[src/rtl/core/kpl_pkg.sv]
// ----------------------------------------------------------------------------
// Keypad passcode lock package
// Shared codes, register indexes, reset values and the item types that pass
// between the front end, the back end and the result queue.
// ----------------------------------------------------------------------------
package kpl_pkg;

  // Width of the typed and stored passcodes.
  localparam int KPL_CODE_WIDTH = 16;

  // Input opcodes.
  localparam logic [1:0] OP_KEY    = 2'd0;
  localparam logic [1:0] OP_CHANGE = 2'd1;
  localparam logic [1:0] OP_LINK   = 2'd2;

  // Keypad keys (ASCII).
  localparam logic [7:0] KEY_0     = 8'h30;
  localparam logic [7:0] KEY_9     = 8'h39;
  localparam logic [7:0] KEY_CLEAR = 8'h3F;
  localparam logic [7:0] KEY_ENTER = 8'h3D;

  // Lock modes.
  localparam logic [2:0] MODE_CREATE = 3'd0;
  localparam logic [2:0] MODE_CHANGE = 3'd1;
  localparam logic [2:0] MODE_ENTER  = 3'd2;
  localparam logic [2:0] MODE_OPEN   = 3'd3;
  localparam logic [2:0] MODE_BANNED = 3'd4;

  // Miss counter saturates here.
  localparam logic [2:0] MISS_MAX = 3'd7;

  // Configuration register indexes.
  localparam logic [1:0] CFG_TRIAL_LIMIT = 2'd0;
  localparam logic [1:0] CFG_CLOSED      = 2'd1;
  localparam logic [1:0] CFG_STOP_ALARM  = 2'd2;

  // Configuration reset values.
  localparam logic [2:0] RST_TRIAL_LIMIT = 3'd3;
  localparam logic [7:0] RST_CLOSED      = 8'd3;
  localparam logic [7:0] RST_STOP_ALARM  = 8'd4;

  // Classified event kinds.
  localparam logic [2:0] EV_NOP    = 3'd0;
  localparam logic [2:0] EV_DIGIT  = 3'd1;
  localparam logic [2:0] EV_CLEAR  = 3'd2;
  localparam logic [2:0] EV_ENTER  = 3'd3;
  localparam logic [2:0] EV_CHGREQ = 3'd4;
  localparam logic [2:0] EV_LINK   = 3'd5;

  // One classified event, as queued between front and back.
  typedef struct packed {
    logic [2:0] kind;
    logic [3:0] digit;
    logic       hit_closed;
    logic       hit_stop;
  } ev_t;

  // One result item.
  typedef struct packed {
    logic       send_valid;
    logic       verdict;
    logic [2:0] lock_mode;
    logic [2:0] misses;
  } res_t;

endpackage

[src/rtl/core/kpl_fifo.sv]
// ----------------------------------------------------------------------------
// Keypad passcode lock two-entry queue
// Small register queue that decouples a producer from a consumer.
// ----------------------------------------------------------------------------
module kpl_fifo #(
  parameter int WIDTH = 8
) (
  input  logic             clk,
  input  logic             rst_n,
  input  logic             push,
  input  logic [WIDTH-1:0] wdata,
  output logic             full,
  input  logic             pop,
  output logic [WIDTH-1:0] rdata,
  output logic             empty
);

  localparam int DEPTH = 2;
  localparam int CNT_W = $clog2(DEPTH + 1);

  logic [WIDTH-1:0] mem_r [DEPTH];
  logic             wr_ptr_r;
  logic             rd_ptr_r;
  logic [CNT_W-1:0] cnt_r;
  logic [CNT_W-1:0] cnt_nxt;
  logic             do_push;
  logic             do_pop;

  assign full    = (cnt_r == CNT_W'(DEPTH));
  assign empty   = (cnt_r == '0);
  assign do_push = push && !full;
  assign do_pop  = pop && !empty;
  assign rdata   = mem_r[rd_ptr_r];

  always_comb begin
    case ({do_push, do_pop})
      2'b10:   cnt_nxt = cnt_r + 1'b1;
      2'b01:   cnt_nxt = cnt_r - 1'b1;
      default: cnt_nxt = cnt_r;
    endcase
  end

  always_ff @(posedge clk) begin
    if (!rst_n) begin
      wr_ptr_r <= 1'b0;
      rd_ptr_r <= 1'b0;
      cnt_r    <= '0;
    end else begin
      if (do_push) wr_ptr_r <= wr_ptr_r + 1'b1;
      if (do_pop)  rd_ptr_r <= rd_ptr_r + 1'b1;
      cnt_r <= cnt_nxt;
    end
  end

  always_ff @(posedge clk) begin
    if (do_push) mem_r[wr_ptr_r] <= wdata;
  end

endmodule

[src/rtl/core/kpl_front.sv]
// ----------------------------------------------------------------------------
// Keypad passcode lock front end
// Accepts input items, classifies them into events and queues the events.
// ----------------------------------------------------------------------------
module kpl_front (
  input  logic              clk,
  input  logic              rst_n,
  input  logic              in_push,
  output logic              in_full,
  input  logic [1:0]        in_opcode,
  input  logic [7:0]        in_key_code,
  input  logic [7:0]        in_link_byte,
  input  logic [7:0]        closed_byte,
  input  logic [7:0]        stop_alarm_byte,
  output logic              ev_valid,
  output kpl_pkg::ev_t      ev,
  input  logic              ev_pop
);

  import kpl_pkg::*;

  ev_t        ev_in;
  logic [7:0] key_off;
  logic       ev_empty;

  assign key_off = in_key_code - KEY_0;

  always_comb begin
    ev_in            = '0;
    ev_in.kind       = EV_NOP;
    ev_in.digit      = key_off[3:0];
    ev_in.hit_closed = (in_link_byte == closed_byte);
    ev_in.hit_stop   = (in_link_byte == stop_alarm_byte);
    unique case (in_opcode)
      OP_KEY: begin
        if (in_key_code >= KEY_0 && in_key_code <= KEY_9) begin
          ev_in.kind = EV_DIGIT;
        end else if (in_key_code == KEY_CLEAR) begin
          ev_in.kind = EV_CLEAR;
        end else if (in_key_code == KEY_ENTER) begin
          ev_in.kind = EV_ENTER;
        end
      end
      OP_CHANGE: ev_in.kind = EV_CHGREQ;
      OP_LINK:   ev_in.kind = EV_LINK;
      default:   ev_in.kind = EV_NOP;
    endcase
  end

  kpl_fifo #(
    .WIDTH ($bits(ev_t))
  ) u_evq (
    .clk   (clk),
    .rst_n (rst_n),
    .push  (in_push),
    .wdata (ev_in),
    .full  (in_full),
    .pop   (ev_pop),
    .rdata (ev),
    .empty (ev_empty)
  );

  assign ev_valid = !ev_empty;

endmodule

[src/rtl/core/kpl_back.sv]
// ----------------------------------------------------------------------------
// Keypad passcode lock back end
// Carries out one classified event per cycle on the lock state while res_ready is high.
// ----------------------------------------------------------------------------
module kpl_back #(
  parameter int CODE_WIDTH = kpl_pkg::KPL_CODE_WIDTH
) (
  input  logic          clk,
  input  logic          rst_n,
  input  logic          ev_valid,
  input  kpl_pkg::ev_t  ev,
  output logic          ev_pop,
  input  logic [2:0]    trial_limit,
  output logic          res_valid,
  output kpl_pkg::res_t res,
  input  logic          res_ready
);

  import kpl_pkg::*;

  logic [2:0]            mode_r;
  logic [2:0]            mode_nxt;
  logic [CODE_WIDTH-1:0] stored_r;
  logic [CODE_WIDTH-1:0] stored_nxt;
  logic [CODE_WIDTH-1:0] typed_r;
  logic [CODE_WIDTH-1:0] typed_nxt;
  logic [CODE_WIDTH-1:0] typed_digit;
  logic [2:0]            miss_r;
  logic [2:0]            miss_nxt;
  logic [2:0]            miss_inc;
  logic                  pend_r;
  logic                  pend_nxt;
  logic                  send;
  logic                  verdict;
  logic                  step;
  logic                  editing;

  assign step      = ev_valid && res_ready;
  assign ev_pop    = step;
  assign res_valid = step;

  // typed * 10 + digit, wrapping at the code width.
  assign typed_digit = (typed_r << 3) + (typed_r << 1)
                     + {{(CODE_WIDTH-4){1'b0}}, ev.digit};
  assign miss_inc    = (miss_r == MISS_MAX) ? miss_r : miss_r + 3'd1;
  assign editing     = (mode_r == MODE_CREATE) || (mode_r == MODE_CHANGE)
                    || (mode_r == MODE_ENTER);

  always_comb begin
    mode_nxt   = mode_r;
    stored_nxt = stored_r;
    typed_nxt  = typed_r;
    miss_nxt   = miss_r;
    pend_nxt   = pend_r;
    send       = 1'b0;
    verdict    = 1'b0;
    unique case (ev.kind)
      EV_DIGIT: if (editing) typed_nxt = typed_digit;
      EV_CLEAR: if (editing) typed_nxt = '0;
      EV_ENTER: begin
        if (mode_r == MODE_CREATE || mode_r == MODE_CHANGE) begin
          stored_nxt = typed_r;
          typed_nxt  = '0;
          miss_nxt   = '0;
          pend_nxt   = 1'b0;
          mode_nxt   = MODE_ENTER;
        end else if (mode_r == MODE_ENTER) begin
          send      = 1'b1;
          typed_nxt = '0;
          if (typed_r == stored_r) begin
            verdict  = 1'b1;
            miss_nxt = '0;
            mode_nxt = MODE_OPEN;
          end else begin
            miss_nxt = miss_inc;
            if (miss_inc >= trial_limit) mode_nxt = MODE_BANNED;
          end
        end
      end
      EV_CHGREQ: pend_nxt = 1'b1;
      EV_LINK: begin
        if ((mode_r == MODE_OPEN && ev.hit_closed)
            || (mode_r >= MODE_BANNED && ev.hit_stop)) begin
          mode_nxt  = MODE_ENTER;
          miss_nxt  = '0;
          typed_nxt = '0;
        end
      end
      default: ;
    endcase
    // An open lock with a change request waiting goes straight to change mode.
    if (mode_nxt == MODE_OPEN && pend_nxt) begin
      mode_nxt  = MODE_CHANGE;
      typed_nxt = '0;
    end
  end

  always_ff @(posedge clk) begin
    if (!rst_n) begin
      mode_r   <= MODE_CREATE;
      stored_r <= '0;
      typed_r  <= '0;
      miss_r   <= '0;
      pend_r   <= 1'b0;
    end else if (step) begin
      mode_r   <= mode_nxt;
      stored_r <= stored_nxt;
      typed_r  <= typed_nxt;
      miss_r   <= miss_nxt;
      pend_r   <= pend_nxt;
    end
  end

  always_comb begin
    res            = '0;
    res.send_valid = send;
    res.verdict    = verdict;
    res.lock_mode  = mode_nxt;
    res.misses     = miss_nxt;
  end

  a_verdict_sent: assert property (@(posedge clk) disable iff (!rst_n)
    res_valid && res.verdict |-> res.send_valid)
    else $error("verdict without a sent message");

  a_mode_legal: assert property (@(posedge clk) disable iff (!rst_n)
    mode_r <= MODE_BANNED)
    else $error("lock mode out of range");

  a_open_no_pend: assert property (@(posedge clk) disable iff (!rst_n)
    mode_r == MODE_OPEN |-> !pend_r)
    else $error("open lock kept a pending change request");

  a_correct_opens: assert property (@(posedge clk) disable iff (!rst_n)
    res_valid && res.verdict |-> res.lock_mode == MODE_OPEN
                                 || res.lock_mode == MODE_CHANGE)
    else $error("correct code did not open the lock");

endmodule

[src/rtl/core/keypad_passcode_lock.sv]
// ----------------------------------------------------------------------------
// Keypad passcode lock
// Door lock controller driven by keypad keys, change-passcode requests and
// control-link bytes, with a queue-style input and result interface.
// ----------------------------------------------------------------------------
//
// Channel   Direction  Handshake               Payload
// in_*      input      in_push / in_full       opcode, key_code, link_byte
// out_*     output     out_empty / out_pop     send_valid, verdict, lock_mode,
//                                              misses
// cfg_*     input      cfg_valid / cfg_ready   cfg_index, cfg_data
//
// Every item yields exactly one result item. An item is classified in the
// cycle it is pushed and lands in a two-entry event queue; the back end
// executes one event per cycle while the result queue has room, so the
// sustained rate is one item per clock when the result side keeps popping.
// A result passes the event queue register and then the result queue
// register before it shows on the out ports and can be popped.
// Reset (rst_n low, synchronous) empties both queues, returns the lock to
// create mode with zero codes and counts, and loads the register defaults.
// A stalled result side fills the result queue, then the event queue, and
// then raises in_full; nothing is dropped. cfg_ready is always high.
//
module keypad_passcode_lock #(
  parameter int CODE_WIDTH = kpl_pkg::KPL_CODE_WIDTH
) (
  input  logic       clk,
  input  logic       rst_n,
  // Input items.
  input  logic       in_push,
  output logic       in_full,
  input  logic [1:0] in_opcode,
  input  logic [7:0] in_key_code,
  input  logic [7:0] in_link_byte,
  // Result items.
  output logic       out_empty,
  input  logic       out_pop,
  output logic       out_send_valid,
  output logic       out_verdict,
  output logic [2:0] out_lock_mode,
  output logic [2:0] out_misses,
  // Configuration writes.
  input  logic       cfg_valid,
  output logic       cfg_ready,
  input  logic [1:0] cfg_index,
  input  logic [7:0] cfg_data
);

  import kpl_pkg::*;

  // Configuration registers. The user must change them only while the block
  // is idle (unenforced), so front end and back end may read them directly.
  logic [2:0] trial_limit_r;
  logic [7:0] closed_byte_r;
  logic [7:0] stop_alarm_byte_r;

  logic cfg_we;
  logic ev_valid;
  logic ev_pop;
  ev_t  ev;
  logic res_valid;
  logic res_full;
  res_t res;
  res_t out_res;

  assign cfg_ready = 1'b1;
  assign cfg_we    = cfg_valid && cfg_ready;

  always_ff @(posedge clk) begin
    if (!rst_n) begin
      trial_limit_r     <= RST_TRIAL_LIMIT;
      closed_byte_r     <= RST_CLOSED;
      stop_alarm_byte_r <= RST_STOP_ALARM;
    end else if (cfg_we) begin
      unique case (cfg_index)
        CFG_TRIAL_LIMIT: trial_limit_r     <= cfg_data[2:0];
        CFG_CLOSED:      closed_byte_r     <= cfg_data;
        CFG_STOP_ALARM:  stop_alarm_byte_r <= cfg_data;
        default: ;
      endcase
    end
  end

  // Front end: classify each item and queue it as an event.
  kpl_front u_front (
    .clk             (clk),
    .rst_n           (rst_n),
    .in_push         (in_push),
    .in_full         (in_full),
    .in_opcode       (in_opcode),
    .in_key_code     (in_key_code),
    .in_link_byte    (in_link_byte),
    .closed_byte     (closed_byte_r),
    .stop_alarm_byte (stop_alarm_byte_r),
    .ev_valid        (ev_valid),
    .ev              (ev),
    .ev_pop          (ev_pop)
  );

  // Back end: one event per cycle whenever the result queue has room.
  kpl_back #(
    .CODE_WIDTH (CODE_WIDTH)
  ) u_back (
    .clk         (clk),
    .rst_n       (rst_n),
    .ev_valid    (ev_valid),
    .ev          (ev),
    .ev_pop      (ev_pop),
    .trial_limit (trial_limit_r),
    .res_valid   (res_valid),
    .res         (res),
    .res_ready   (!res_full)
  );

  // Result queue: holds finished results while the consumer stalls.
  kpl_fifo #(
    .WIDTH ($bits(res_t))
  ) u_resq (
    .clk   (clk),
    .rst_n (rst_n),
    .push  (res_valid),
    .wdata (res),
    .full  (res_full),
    .pop   (out_pop),
    .rdata (out_res),
    .empty (out_empty)
  );

  assign out_send_valid = out_res.send_valid;
  assign out_verdict    = out_res.verdict;
  assign out_lock_mode  = out_res.lock_mode;
  assign out_misses     = out_res.misses;

endmodule

[config.mk]
export PLATFORM = sky130hd
export DESIGN_NAME = keypad_passcode_lock
export DESIGN_NICKNAME = d
export VERILOG_FILES = /design/src/rtl/core/kpl_pkg.sv /design/src/rtl/core/kpl_fifo.sv /design/src/rtl/core/kpl_front.sv /design/src/rtl/core/kpl_back.sv /design/src/rtl/core/keypad_passcode_lock.sv
export SDC_FILE = /design/constraint.sdc
export NUM_CORES = 1
export LEC_CHECK = 0
export BUFFER_PORTS_ARGS = -buffer_cell sky130_fd_sc_hd__buf_2
export CORE_MARGIN = 5
export CORE_UTILIZATION = 45
export CTS_CLUSTER_DIAMETER = 150
export DETAILED_ROUTE_END_ITERATION = 16
export MAX_ROUTING_LAYER = met4
export PLACE_DENSITY = 0.63
export SYNTH_ARGS = -nofsm -noshare
export SYNTH_HDL_FRONTEND = slang
export SYNTH_SLANG_ARGS = --single-unit
[constraint.sdc]
create_clock -name clk -period 4.95 [get_ports clk]
set_clock_uncertainty 0.15 [all_clocks]
set_input_delay 0.2475 -clock clk [delete_from_list [all_inputs] [get_ports clk]]
set_output_delay 0.2475 -clock clk [all_outputs]
set_load 0.01 [all_outputs]
==> metrics.txt, run 1 <==
Syn Std Cell Area=about 5300 um^2; I/O pin count=44; row count=39; Setup violations, final=0; Syn Inst Count=509; setup ws final=~1.4 ns; Initial Util=46.0%; Chip Width=between 100 and 150 um; Num CTS Buffers=9; VDD IR-drop max=between 0.00015 and 0.0002 V; Avg Inst Size Synth=between 10 and 15 um^2; vias=3,674; most frequent cells after synthesis=dfxtp_1 (68), nand2_1 (53), xnor2_1 (45), nor2_1 (44); largest net degree at the start of global routing=47; sequential fraction of the synthesis area=45.4%; hpwl dp=between 7000 and 8000 um; area grow syn2layout=12.2%; CP Launch Type=register; Worst Path Required=around 5 ns; share of layout cells above drive strength 1=roughly 15%; vias in the first global route=about 3,800; CTS root buffer=clkbuf_16; DR vias/cell=5.28; Final Instance Count excl. Fillers=696; worst setup path category=register to register; wire per inst=14.3 um; Total Power=~2.4 mW; initial DRC count=182; Setup crit end kind=register; Unique masters post-synth=64; Layout fillers=1,028; Layout Cell Area excl Fill=roughly 6000 um^2; Worst Path Max Fanout=17; final worst-path cycle share=between 70% and 80%; FF+latch area=between 2000 and 2500 um^2; headroom to the max-slew limit=31.6%; worst skew pair latency=about 0.34 ns; Clock Tree Buf Depth=2; Setup WS pre-CTS=around 1.4 ns; LEAKAGE=approximately 2.5 nW; R2R depth=10; initial antenna violation count=0; DRT Pass-1 Iters=4; clk sinks=a little over 100; Tightest Pin Transition=around 1 ns; DIE HEIGHT=between 100 and 150 um; Slew Limit Fails=0; htree depth=3; top_reg_cell synth=dfxtp_1; Nets=around 620; ant diodes=0; PD cells=410 nW/um^2; post-CTS setup buffers=0; Synth area leaders=dfxtp_1 (26%), edfxtp_1 (19%), ha_1 (7.9%), xnor2_1 (7.5%), mux2i_1 (3.8%); Final ANT Viol Nets=0; Final GP Congestion=slightly above 0.8; cts hold-fix bufs=5; Area after DPL=~5600 um^2; hold path cells=3; leading area contributor after synthesis=dfxtp_1; DRC=0; Synth top area share=between 20 and 30%; setup_tns=0 ns; CTS tree=yes; GR Util All Layers=15.1%; port buffer count=42; final WL=~10000 um; post-layout min period=approximately 3.6 ns; Seq cells post-synth=~100; CORE AREA=between 10,000 and 15,000 um^2; Max Cap Viol=0; CTS clock-pin slew for the worst setup and hold paths=approximately 0.060 ns; WP data arrival=~3.6 ns; first-pass GRT wire length=17,300 um; die area=between 10,000 and 15,000 um^2; post-CTS sizing=0; area used by multi-input combinational logic=roughly 2700 um^2; most numerous cell in the Yosys netlist=dfxtp_1; synth warn=0; Hold Path Class=input port to register; fmax=about 280 MHz; status=finished, final reports clean; RSZ-0062 raised after global routing=no; Fin. Hold Viols=0; gr ovfl total=0; fraction of registers with async set/reset=0%; Post-synth EDFFs=34; Mapped Nets=577; # placed instances=675
[registers in the layout, indices dropped and copies added, names as in the netlist, named ones only]
name                    cells
u_resq.mem_r               16
u_front.u_evq.mem_r        18
u_front.u_evq.wr_ptr_r      1
u_resq.cnt_r                2
trial_limit_r               3
u_back.miss_r               3
u_front.u_evq.rd_ptr_r      1
u_back.mode_r               3
closed_byte_r               8
u_resq.rd_ptr_r             1
u_back.typed_r             16
u_front.u_evq.cnt_r         2
u_back.stored_r            16
stop_alarm_byte_r           8
u_back.pend_r               1
u_resq.wr_ptr_r             1
[critical path, cell delays in order, from the launching register on]
cell and delay, ns:
dfxtp_1 0.72, mux2_2 0.42, fa_1 0.46, ha_1 0.32
a211o_1 0.31, o211ai_1 0.17, a21oi_1 0.15, a41oi_1 0.28
nor2b_1 0.19, xnor2_1 0.08, a22o_1 0.19
[placed cells by master (no fill, tap or decap), drive strengths merged, types with 2 or more instances in the layout]
cell type    instances
dlygate4sd3          5
or2                  4
a31oi                3
and2                 2
clkbuf              14
nor2b                7
a21o                 4
o211ai               4
nor3b                3
xnor2               45
mux2                14
nand3                4
nand2b               3
buf                 43
a211oi               2
fa                   2
edfxtp              34
dfxtp               68
a211o                2
o21bai               2
ha                  33
xor2                 9
o32ai                2
nand4                9
and3                 3
mux2i               20
o2bb2ai              2
or3                  4
a22o                18
nand3b               3
o21ai                9
and4bb               2
inv                 20
nor3                 6
a21oi               34
nand2               53
nor2                44
[through the flow]
step           hold slack (ns)  util [%]
2_1_floorplan            0.196         -
3_3_place_gp             0.305      48.6
3_5_place_dp             0.309      48.6
4_1_cts                0.00451      51.6
5_1_grt                 0.0236      51.6
6_report                0.0115      51.6
[area by class of cell]
cell class / instances / area share (%)
clock buffer: 14 / 4.65
tap: 143 / 3.04
inverter: 19 / 1.21
clock inverter: 2 / 0.234
multi-input combinational: 368 / 45.9
sequential: 102 / 40.5
timing repair buffer: 48 / 4.55
[where the power goes]
part           switching, mW  total [mW]  internal (mW)
Sequential            0.0905        1.09           1.00
Combinational          0.362       0.644          0.283
Clock                  0.293       0.677          0.383
[final timing paths]
path	endpoint	slack [ns]	startpoint
worst max-delay path	u_back.typed_r[13]$_SDFFE_PN0P_	1.40	register
worst min-delay path	stop_alarm_byte_r[5]$_SDFFE_PN0P_	0.01	cfg_data[5]
worst max register to register	u_back.typed_r[13]$_SDFFE_PN0P_	1.40	register
worst min register to register	u_back.stored_r[12]$_SDFFE_PN0P_	0.32	u_back.stored_r[12]$_SDFFE_PN0P_
[layer usage]
| metal | part of all wire [%] | track usage (%) | routed length (um) | vias to the layer above |
|---|---|---|---|---|
| met5 | 0 | - | 0 | - |
| met4 | 1.6 | 5.81 | 155 | 0 |
| li1 | - | - | - | 1881 |
| met1 | 49 | 19.6 | 4870 | 1733 |
| met3 | 3.1 | 2.31 | 306 | 11 |
| met2 | 46 | 24.0 | 4630 | 49 |
[logic make-up (layout without fill, tap and decap cells)]
family                     count (synthesis)  count (layout)  synth area share (%)
muxes                                     34              34                  6.82
other                                      1               1                0.0714
xor gates and xnor gates                  54              54                  9.01
DFF                                      102             102                  45.4
buffers and inverters                     39              83                  3.19
AOI/OAI and AO/OA                         93              93                  12.8
adders and majority gates                 35              35                  8.63
and+or+nand+nor                          151             151                  14.1
Power figures use the tool's default switching activity.
==> run 2: changes to the inputs <==
- ABC_AREA: unset -> 1
- clock period: 4.95 -> 3.3 ns (I/O delays scaled with it)
==> run 2 against run 1 <==
  * Combinational power rose to 2.5 times the previous value
  * Worst setup slack worse by 1.1 ns
  * Global-route usage up 2.9 points
  * Clock power up 43%
  * Critical path depth up 5
  * Power up 78%
  * Sequential cell count unchanged
  * Via count up 34%
  * Sequential power up 56%
  * Final cell count up 40%
  * Non-clock buffer count up 12
  * Sequential share of layout area down 4.1 points
  * Largest cell class unchanged
==> metrics.txt, run 2 <==
status=finished, final reports clean; Unique masters post-synth=between 40 and 50; Worst Path Max Fanout=16; Synth top area share=a little under a quarter; ant diodes=0; CP max stage delay=0.39 ns; final worst-path cycle share=between 80 and 90%; Nets=between 800 and 900; gr ovfl total=0; Final GP Congestion=0.864; CP Cell Sequence=ha_1, nand2_1, o21ai_0, ha_1, nand3_1, nand3_1, nand2_1, nor3_1, nand2_1, nand3_1, nor2_4, nand2_4, a21oi_4, nand3_1, a21oi_1; row count=a little over 40; DR vias/cell=approximately 5.1; Syn Inst Count=roughly 750; initial DRC count=between 300 and 400; Num CTS Buffers=9; Hold Path Class=input port to register; largest net degree at the start of global routing=between 40 and 50; fraction of registers with async set/reset=0%; vias=between 4,000 and 5,000; Chip Width=123 um; Synth area leaders=dfxtp_1 (24%), edfxtp_1 (18%), nand2_1 (10%), ha_1 (7.1%), nor2_1 (5.5%); clk sinks=between 100 and 150; Slew Limit Fails=0; RSZ-0062 raised after global routing=no; most numerous cell in the Yosys netlist=nand2_1; worst skew pair latency=0.35 ns; Seq cells post-synth=~100; Final ANT Viol Nets=0; FF+latch area=2380 um^2; Clock Tree Buf Depth=2; LEAKAGE=approximately 2.9 nW; Setup crit end kind=register; Syn Std Cell Area=roughly 5800 um^2; setup_tns=0 ns; Fin. Hold Viols=0; # placed instances=around 950; htree depth=3; CP Launch Type=register; share of layout cells above drive strength 1=between 10% and 20%; critical path's top delay family=simple AND/OR/NAND/NOR gates; sequential fraction of the synthesis area=between 40% and 50%; Largest register FFs=18; worst path bufs/invs=0; Setup violations, final=0; headroom to the max-slew limit=40.8%; PD cells=between 600 and 700 nW/um^2; area used by multi-input combinational logic=~3000 um^2; WP data arrival=3.07 ns; wire per inst=12.9 um; most frequent cells after synthesis=nand2_1 (157), nor2_1 (85), inv_1 (76), dfxtp_1 (68), a21oi_1 (60); port buffer count=42; DRC=0; Layout fillers=approximately 1,200; Avg Inst Size Synth=7.76 um^2; I/O pin count=44; CTS root buffer=clkbuf_16; vias in the first global route=around 4,500; leading area contributor after synthesis=dfxtp_1; CTS clock-pin slew for the worst setup and hold paths=roughly 0.070 ns; post-CTS setup buffers=0; Mapped Nets=813; CORE AREA=12,600 um^2; GR Util All Layers=between 10% and 20%; synth warn=0; area grow syn2layout=13.2%; DIE HEIGHT=approximately 120 um; Final Instance Count excl. Fillers=~970; commonest cells after routing, fill and taps aside=nand2_1 (157), nor2_1 (85), inv_1 (76); die area=~15,000 um^2; DRT Pass-1 Iters=4; Total Power=about 4.3 mW; top_reg_cell synth=dfxtp_1; Tightest Pin Transition=~0.89 ns; Largest Register=u_front.u_evq.mem_r; fmax=~340 MHz; Worst path slowest cell=dfxtp_1; final WL=around 13,000 um; VDD IR-drop max=between 0.0002 and 0.0003 V; first-pass GRT wire length=approximately 21,000 um; Initial Util=between 40% and 50%; commonest non-fill, non-tap cell in the layout=nand2_1; Crit path top cell by count=nand3_1; initial antenna violation count=0; worst setup path category=register to register; post-layout min period=about 3.0 ns; Post-synth EDFFs=34; CTS tree=yes; Worst Path Required=around 3.4 ns; Max Cap Viol=0; hpwl dp=9150 um
run 2: final timing paths:
| kind | start | end | slack (ns) | cells after the start |
|---|---|---|---|---|
| worst max register to register | u_back.miss_r[0]$_SDFFE_PN0P_ | u_back.typed_r[11]$_SDFFE_PN0P_ | 0.35 | 15 |
| worst min-delay path | cfg_index[0] | trial_limit_r[0]$_SDFFE_PN1P_ | 0.02 | 4 |
| worst max-delay path | u_back.miss_r[0]$_SDFFE_PN0P_ | u_back.typed_r[11]$_SDFFE_PN0P_ | 0.35 | 15 |
| worst min register to register | u_front.u_evq.rd_ptr_r$_SDFFE_PN0P_ | register | 0.30 | 1 |
run 2: cells by family (layout without fill, tap and decap cells):
kind of cell / after synthesis / in the layout / share of synthesized area [%]
adder cells (fa/ha/maj): 35 / 35 / 7.83
other: 1 / 1 / 0.0648
AO/OA/AOI/OAI: 132 / 132 / 12.2
flip-flops: 102 / 102 / 41.2
AND/OR/NAND/NOR: 341 / 341 / 26.4
buffers and inverters: 103 / 160 / 7.22
XOR/XNOR: 23 / 23 / 3.48
multiplexers: 8 / 8 / 1.56
run 2: area by class of cell:
cell class | count | area share [%]
timing repair buffer | 60 | 5.73
clock buffer | 10 | 3.50
multi-input combinational | 540 | 45.7
sequential | 102 | 36.4
inverter | 84 | 4.82
clock inverter | 6 | 0.592
tap | 172 | 3.29
run 2: tightest hold or removal path: cells and delay by family:
family | cells | cell delay [ns]
buffers and inverters | 1 | 0.10
and+or+nand+nor | 3 | 0.19
run 2: routing by layer:
metal / vias up / global-route usage, % / wire [um]
met5: - / - / 0
met4: 0 / 5.33 / 187
met2: 72 / 28.5 / 5920
li1: 2561 / - / -
met1: 2274 / 23.7 / 6000
met3: 16 / 3.34 / 464
run 2: per-stage QoR:
stage	hold WS (ns)	setup WS (ns)	instance area [um^2]	util, %
2_1_floorplan	0.114	0.641	5780	-
3_3_place_gp	0.222	0.347	6150	48.8
3_5_place_dp	0.226	0.227	6150	48.8
4_1_cts	0.0132	0.217	6540	51.8
5_1_grt	0.0339	0.0117	6550	51.9
6_report	0.0182	0.348	6550	51.9
run 2: repair_timing:
action | in CTS | in global routing
hold endpoints to repair | 27 | 0
resized for setup | 0 | 1
setup endpoints to repair | 0 | 16
hold buffers | 12 | 0
run 2: power by group:
| part | internal, mW | switching [mW] |
|---|---|---|
| Clock | 0.508 | 0.459 |
| Combinational | 0.577 | 1.06 |
| Sequential | 1.56 | 0.141 |
==> run 3: changes to the inputs <==
- CTS_BUF_LIST: unset -> sky130_fd_sc_hd__clkbuf_8
- GPL_TIMING_DRIVEN: unset -> 0
==> run 3 against run 2 <==
  * Sequential cell count did not move
  * Count of clock-buffer cells in the layout fell by 1
  * Die area did not move
  * Global-route usage rose by 0.39 points
  * Largest power group is now combinational logic
  * Highest routed layer unchanged
  * Routed wire length rose by 2.4%
  * Sequential share of layout area fell by 0.076 points
  * Critical path depth rose by 1
  * Combinational power rose by 4%
  * Hold slack improved by 0.0094 ns
  * Critical path type unchanged
==> metrics.txt, run 3 (synthesized netlist as in run 2, its figures left out) <==
status=finished, final reports clean; commonest cells after routing, fill and taps aside=nand2_1 (157), nor2_1 (85), inv_1 (76); critical path's top delay family=adder cells; DRT Pass-1 Iters=5; DIE HEIGHT=123 um; CTS root buffer=clkbuf_8; share of layout cells above drive strength 1=12.8%; DR vias/cell=~5.1; CP max stage delay=between 0.5 and 0.6 ns; wire per inst=roughly 13 um; headroom to the max-slew limit=around 35%; initial antenna violation count=0; port buffer count=between 40 and 50; Worst Path Max Fanout=9; Fin. Hold Viols=0; Tightest Pin Transition=between 0.9 and 1 ns; Largest register FFs=18; post-CTS setup buffers=0; Layout fillers=roughly 1,300; Final ANT Viol Nets=0; Worst Path Required=between 3 and 4 ns; area used by multi-input combinational logic=3000 um^2; Crit path top cell by count=nand2_1; CP Launch Type=register; CTS clock-pin slew for the worst setup and hold paths=~0.1 ns; fmax=325 MHz; vias=between 5,000 and 6,000; LEAKAGE=2.93 nW; CORE AREA=12,600 um^2; ant diodes=0; Setup violations, final=0; clk sinks=102; area grow syn2layout=13.4%; Largest Register=u_front.u_evq.mem_r; hpwl dp=approximately 9800 um; Nets=881; Final GP Congestion=0.884; RSZ-0062 raised after global routing=no; worst setup path category=register to register; first-pass GRT wire length=22,100 um; vias in the first global route=~4,700; final worst-path cycle share=93.3%; WP data arrival=around 3.2 ns; Slew Limit Fails=0; Setup crit end kind=register; setup_tns=0 ns; FF+latch area=~2400 um^2; row count=41; initial DRC count=between 300 and 400; post-layout min period=3.08 ns; setup ws final=around 0.22 ns; Hold Path Class=input port to register; VDD IR-drop max=~0.00036 V; CTS tree=yes; CP Cell Sequence=inv_2, nand2_1, nand2_1, fa_1, inv_1, fa_1, inv_1, nand3_1, nand2_1, nand3_1, nand4_1, xor2_1, nand2_1, nor2_1, nand3_1, a21oi_1; Chip Width=123 um; GR Util All Layers=between 15 and 20%; largest net degree at the start of global routing=17; Clock Tree Buf Depth=2; Max Cap Viol=0; Worst path slowest cell=fa_1; die area=roughly 15,000 um^2; PD cells=633 nW/um^2; commonest non-fill, non-tap cell in the layout=nand2_1; Num CTS Buffers=9; htree depth=3; worst path bufs/invs=3; Setup WS pre-CTS=between 0.2 and 0.3 ns; I/O pin count=44; worst skew pair latency=approximately 0.36 ns; final WL=12,900 um; DRC=0; gr ovfl total=0; Initial Util=between 40% and 50%
==> run 3: cell types whose count changed in the layout (fill, tap and decap cells not counted), sizes merged <==
cell         previous run  this run
clkinvlp                2         1
clkinv                  5         6
dlygate4sd3            12        15
clkbuf                 10        22
bufinv                  0         1
==> run 3: final cells by class <==
class / count / share of cell area [%]
plain buffers: 19 / 1.56
clock buffers: 9 / 1.89
clock inverters: 7 / 0.992
inverters: 84 / 4.81
multi-input cells: 540 / 45.7
flip-flops and latches: 102 / 36.3
well taps: 172 / 3.28
repair buffers: 57 / 5.49
==> run 3: metal layers <==
| layer | global-route usage, % | up-vias | wire, um |
|---|---|---|---|
| met5 | - | - | 0 |
| met4 | 3.74 | 0 | 109 |
| met3 | 3.25 | 10 | 525 |
| met2 | 29.3 | 111 | 6150 |
| met1 | 24.8 | 2313 | 6090 |
| li1 | - | 2598 | - |
==> run 3: worst paths after layout <==
check | startpoint | end | slack [ns] | cells past startpoint
max | register | u_back.typed_r[14]$_SDFFE_PN0P_ | 0.22 | 16
min | in_opcode[0] | u_front.u_evq.mem_r[0][6]$_DFFE_PP_ | 0.03 | 2
max reg2reg | register | u_back.typed_r[14]$_SDFFE_PN0P_ | 0.22 | 16
min reg2reg | u_front.u_evq.rd_ptr_r$_SDFFE_PN0P_ | register | 0.30 | 1
==> run 3: where the power goes <==
group | switching [mW] | leakage (nW) | total (mW) | internal (mW)
clock | 0.413 | 0.0964 | 0.758 | 0.345
combinational | 1.09 | 1.96 | 1.70 | 0.606
sequential | 0.135 | 0.877 | 1.69 | 1.56
total | 1.64 | 2.93 | 4.15 | 2.51
==> run 3: repair_timing <==
| item | in CTS | in global routing |
|---|---|---|
| hold buffers | 15 | 0 |
| endpoints found under the hold margin | 29 | 0 |
| gates resized for setup | 0 | 2 |
| setup endpoints to repair | 0 | 2 |
==> run 3: through the flow <==
stage	std cells	total power [mW]	cell area (um^2)	hold slack (ns)	utilization (%)
2_1_floorplan	745	2.93	5780	0.114	-
3_3_place_gp	959	3.33	6210	0.223	49.2
3_5_place_dp	959	3.40	6210	0.225	49.2
4_1_cts	990	4.18	6550	0.0144	51.9
5_1_grt	990	4.49	6560	0.0323	52.0
6_report	990	4.15	6560	0.0275	52.0
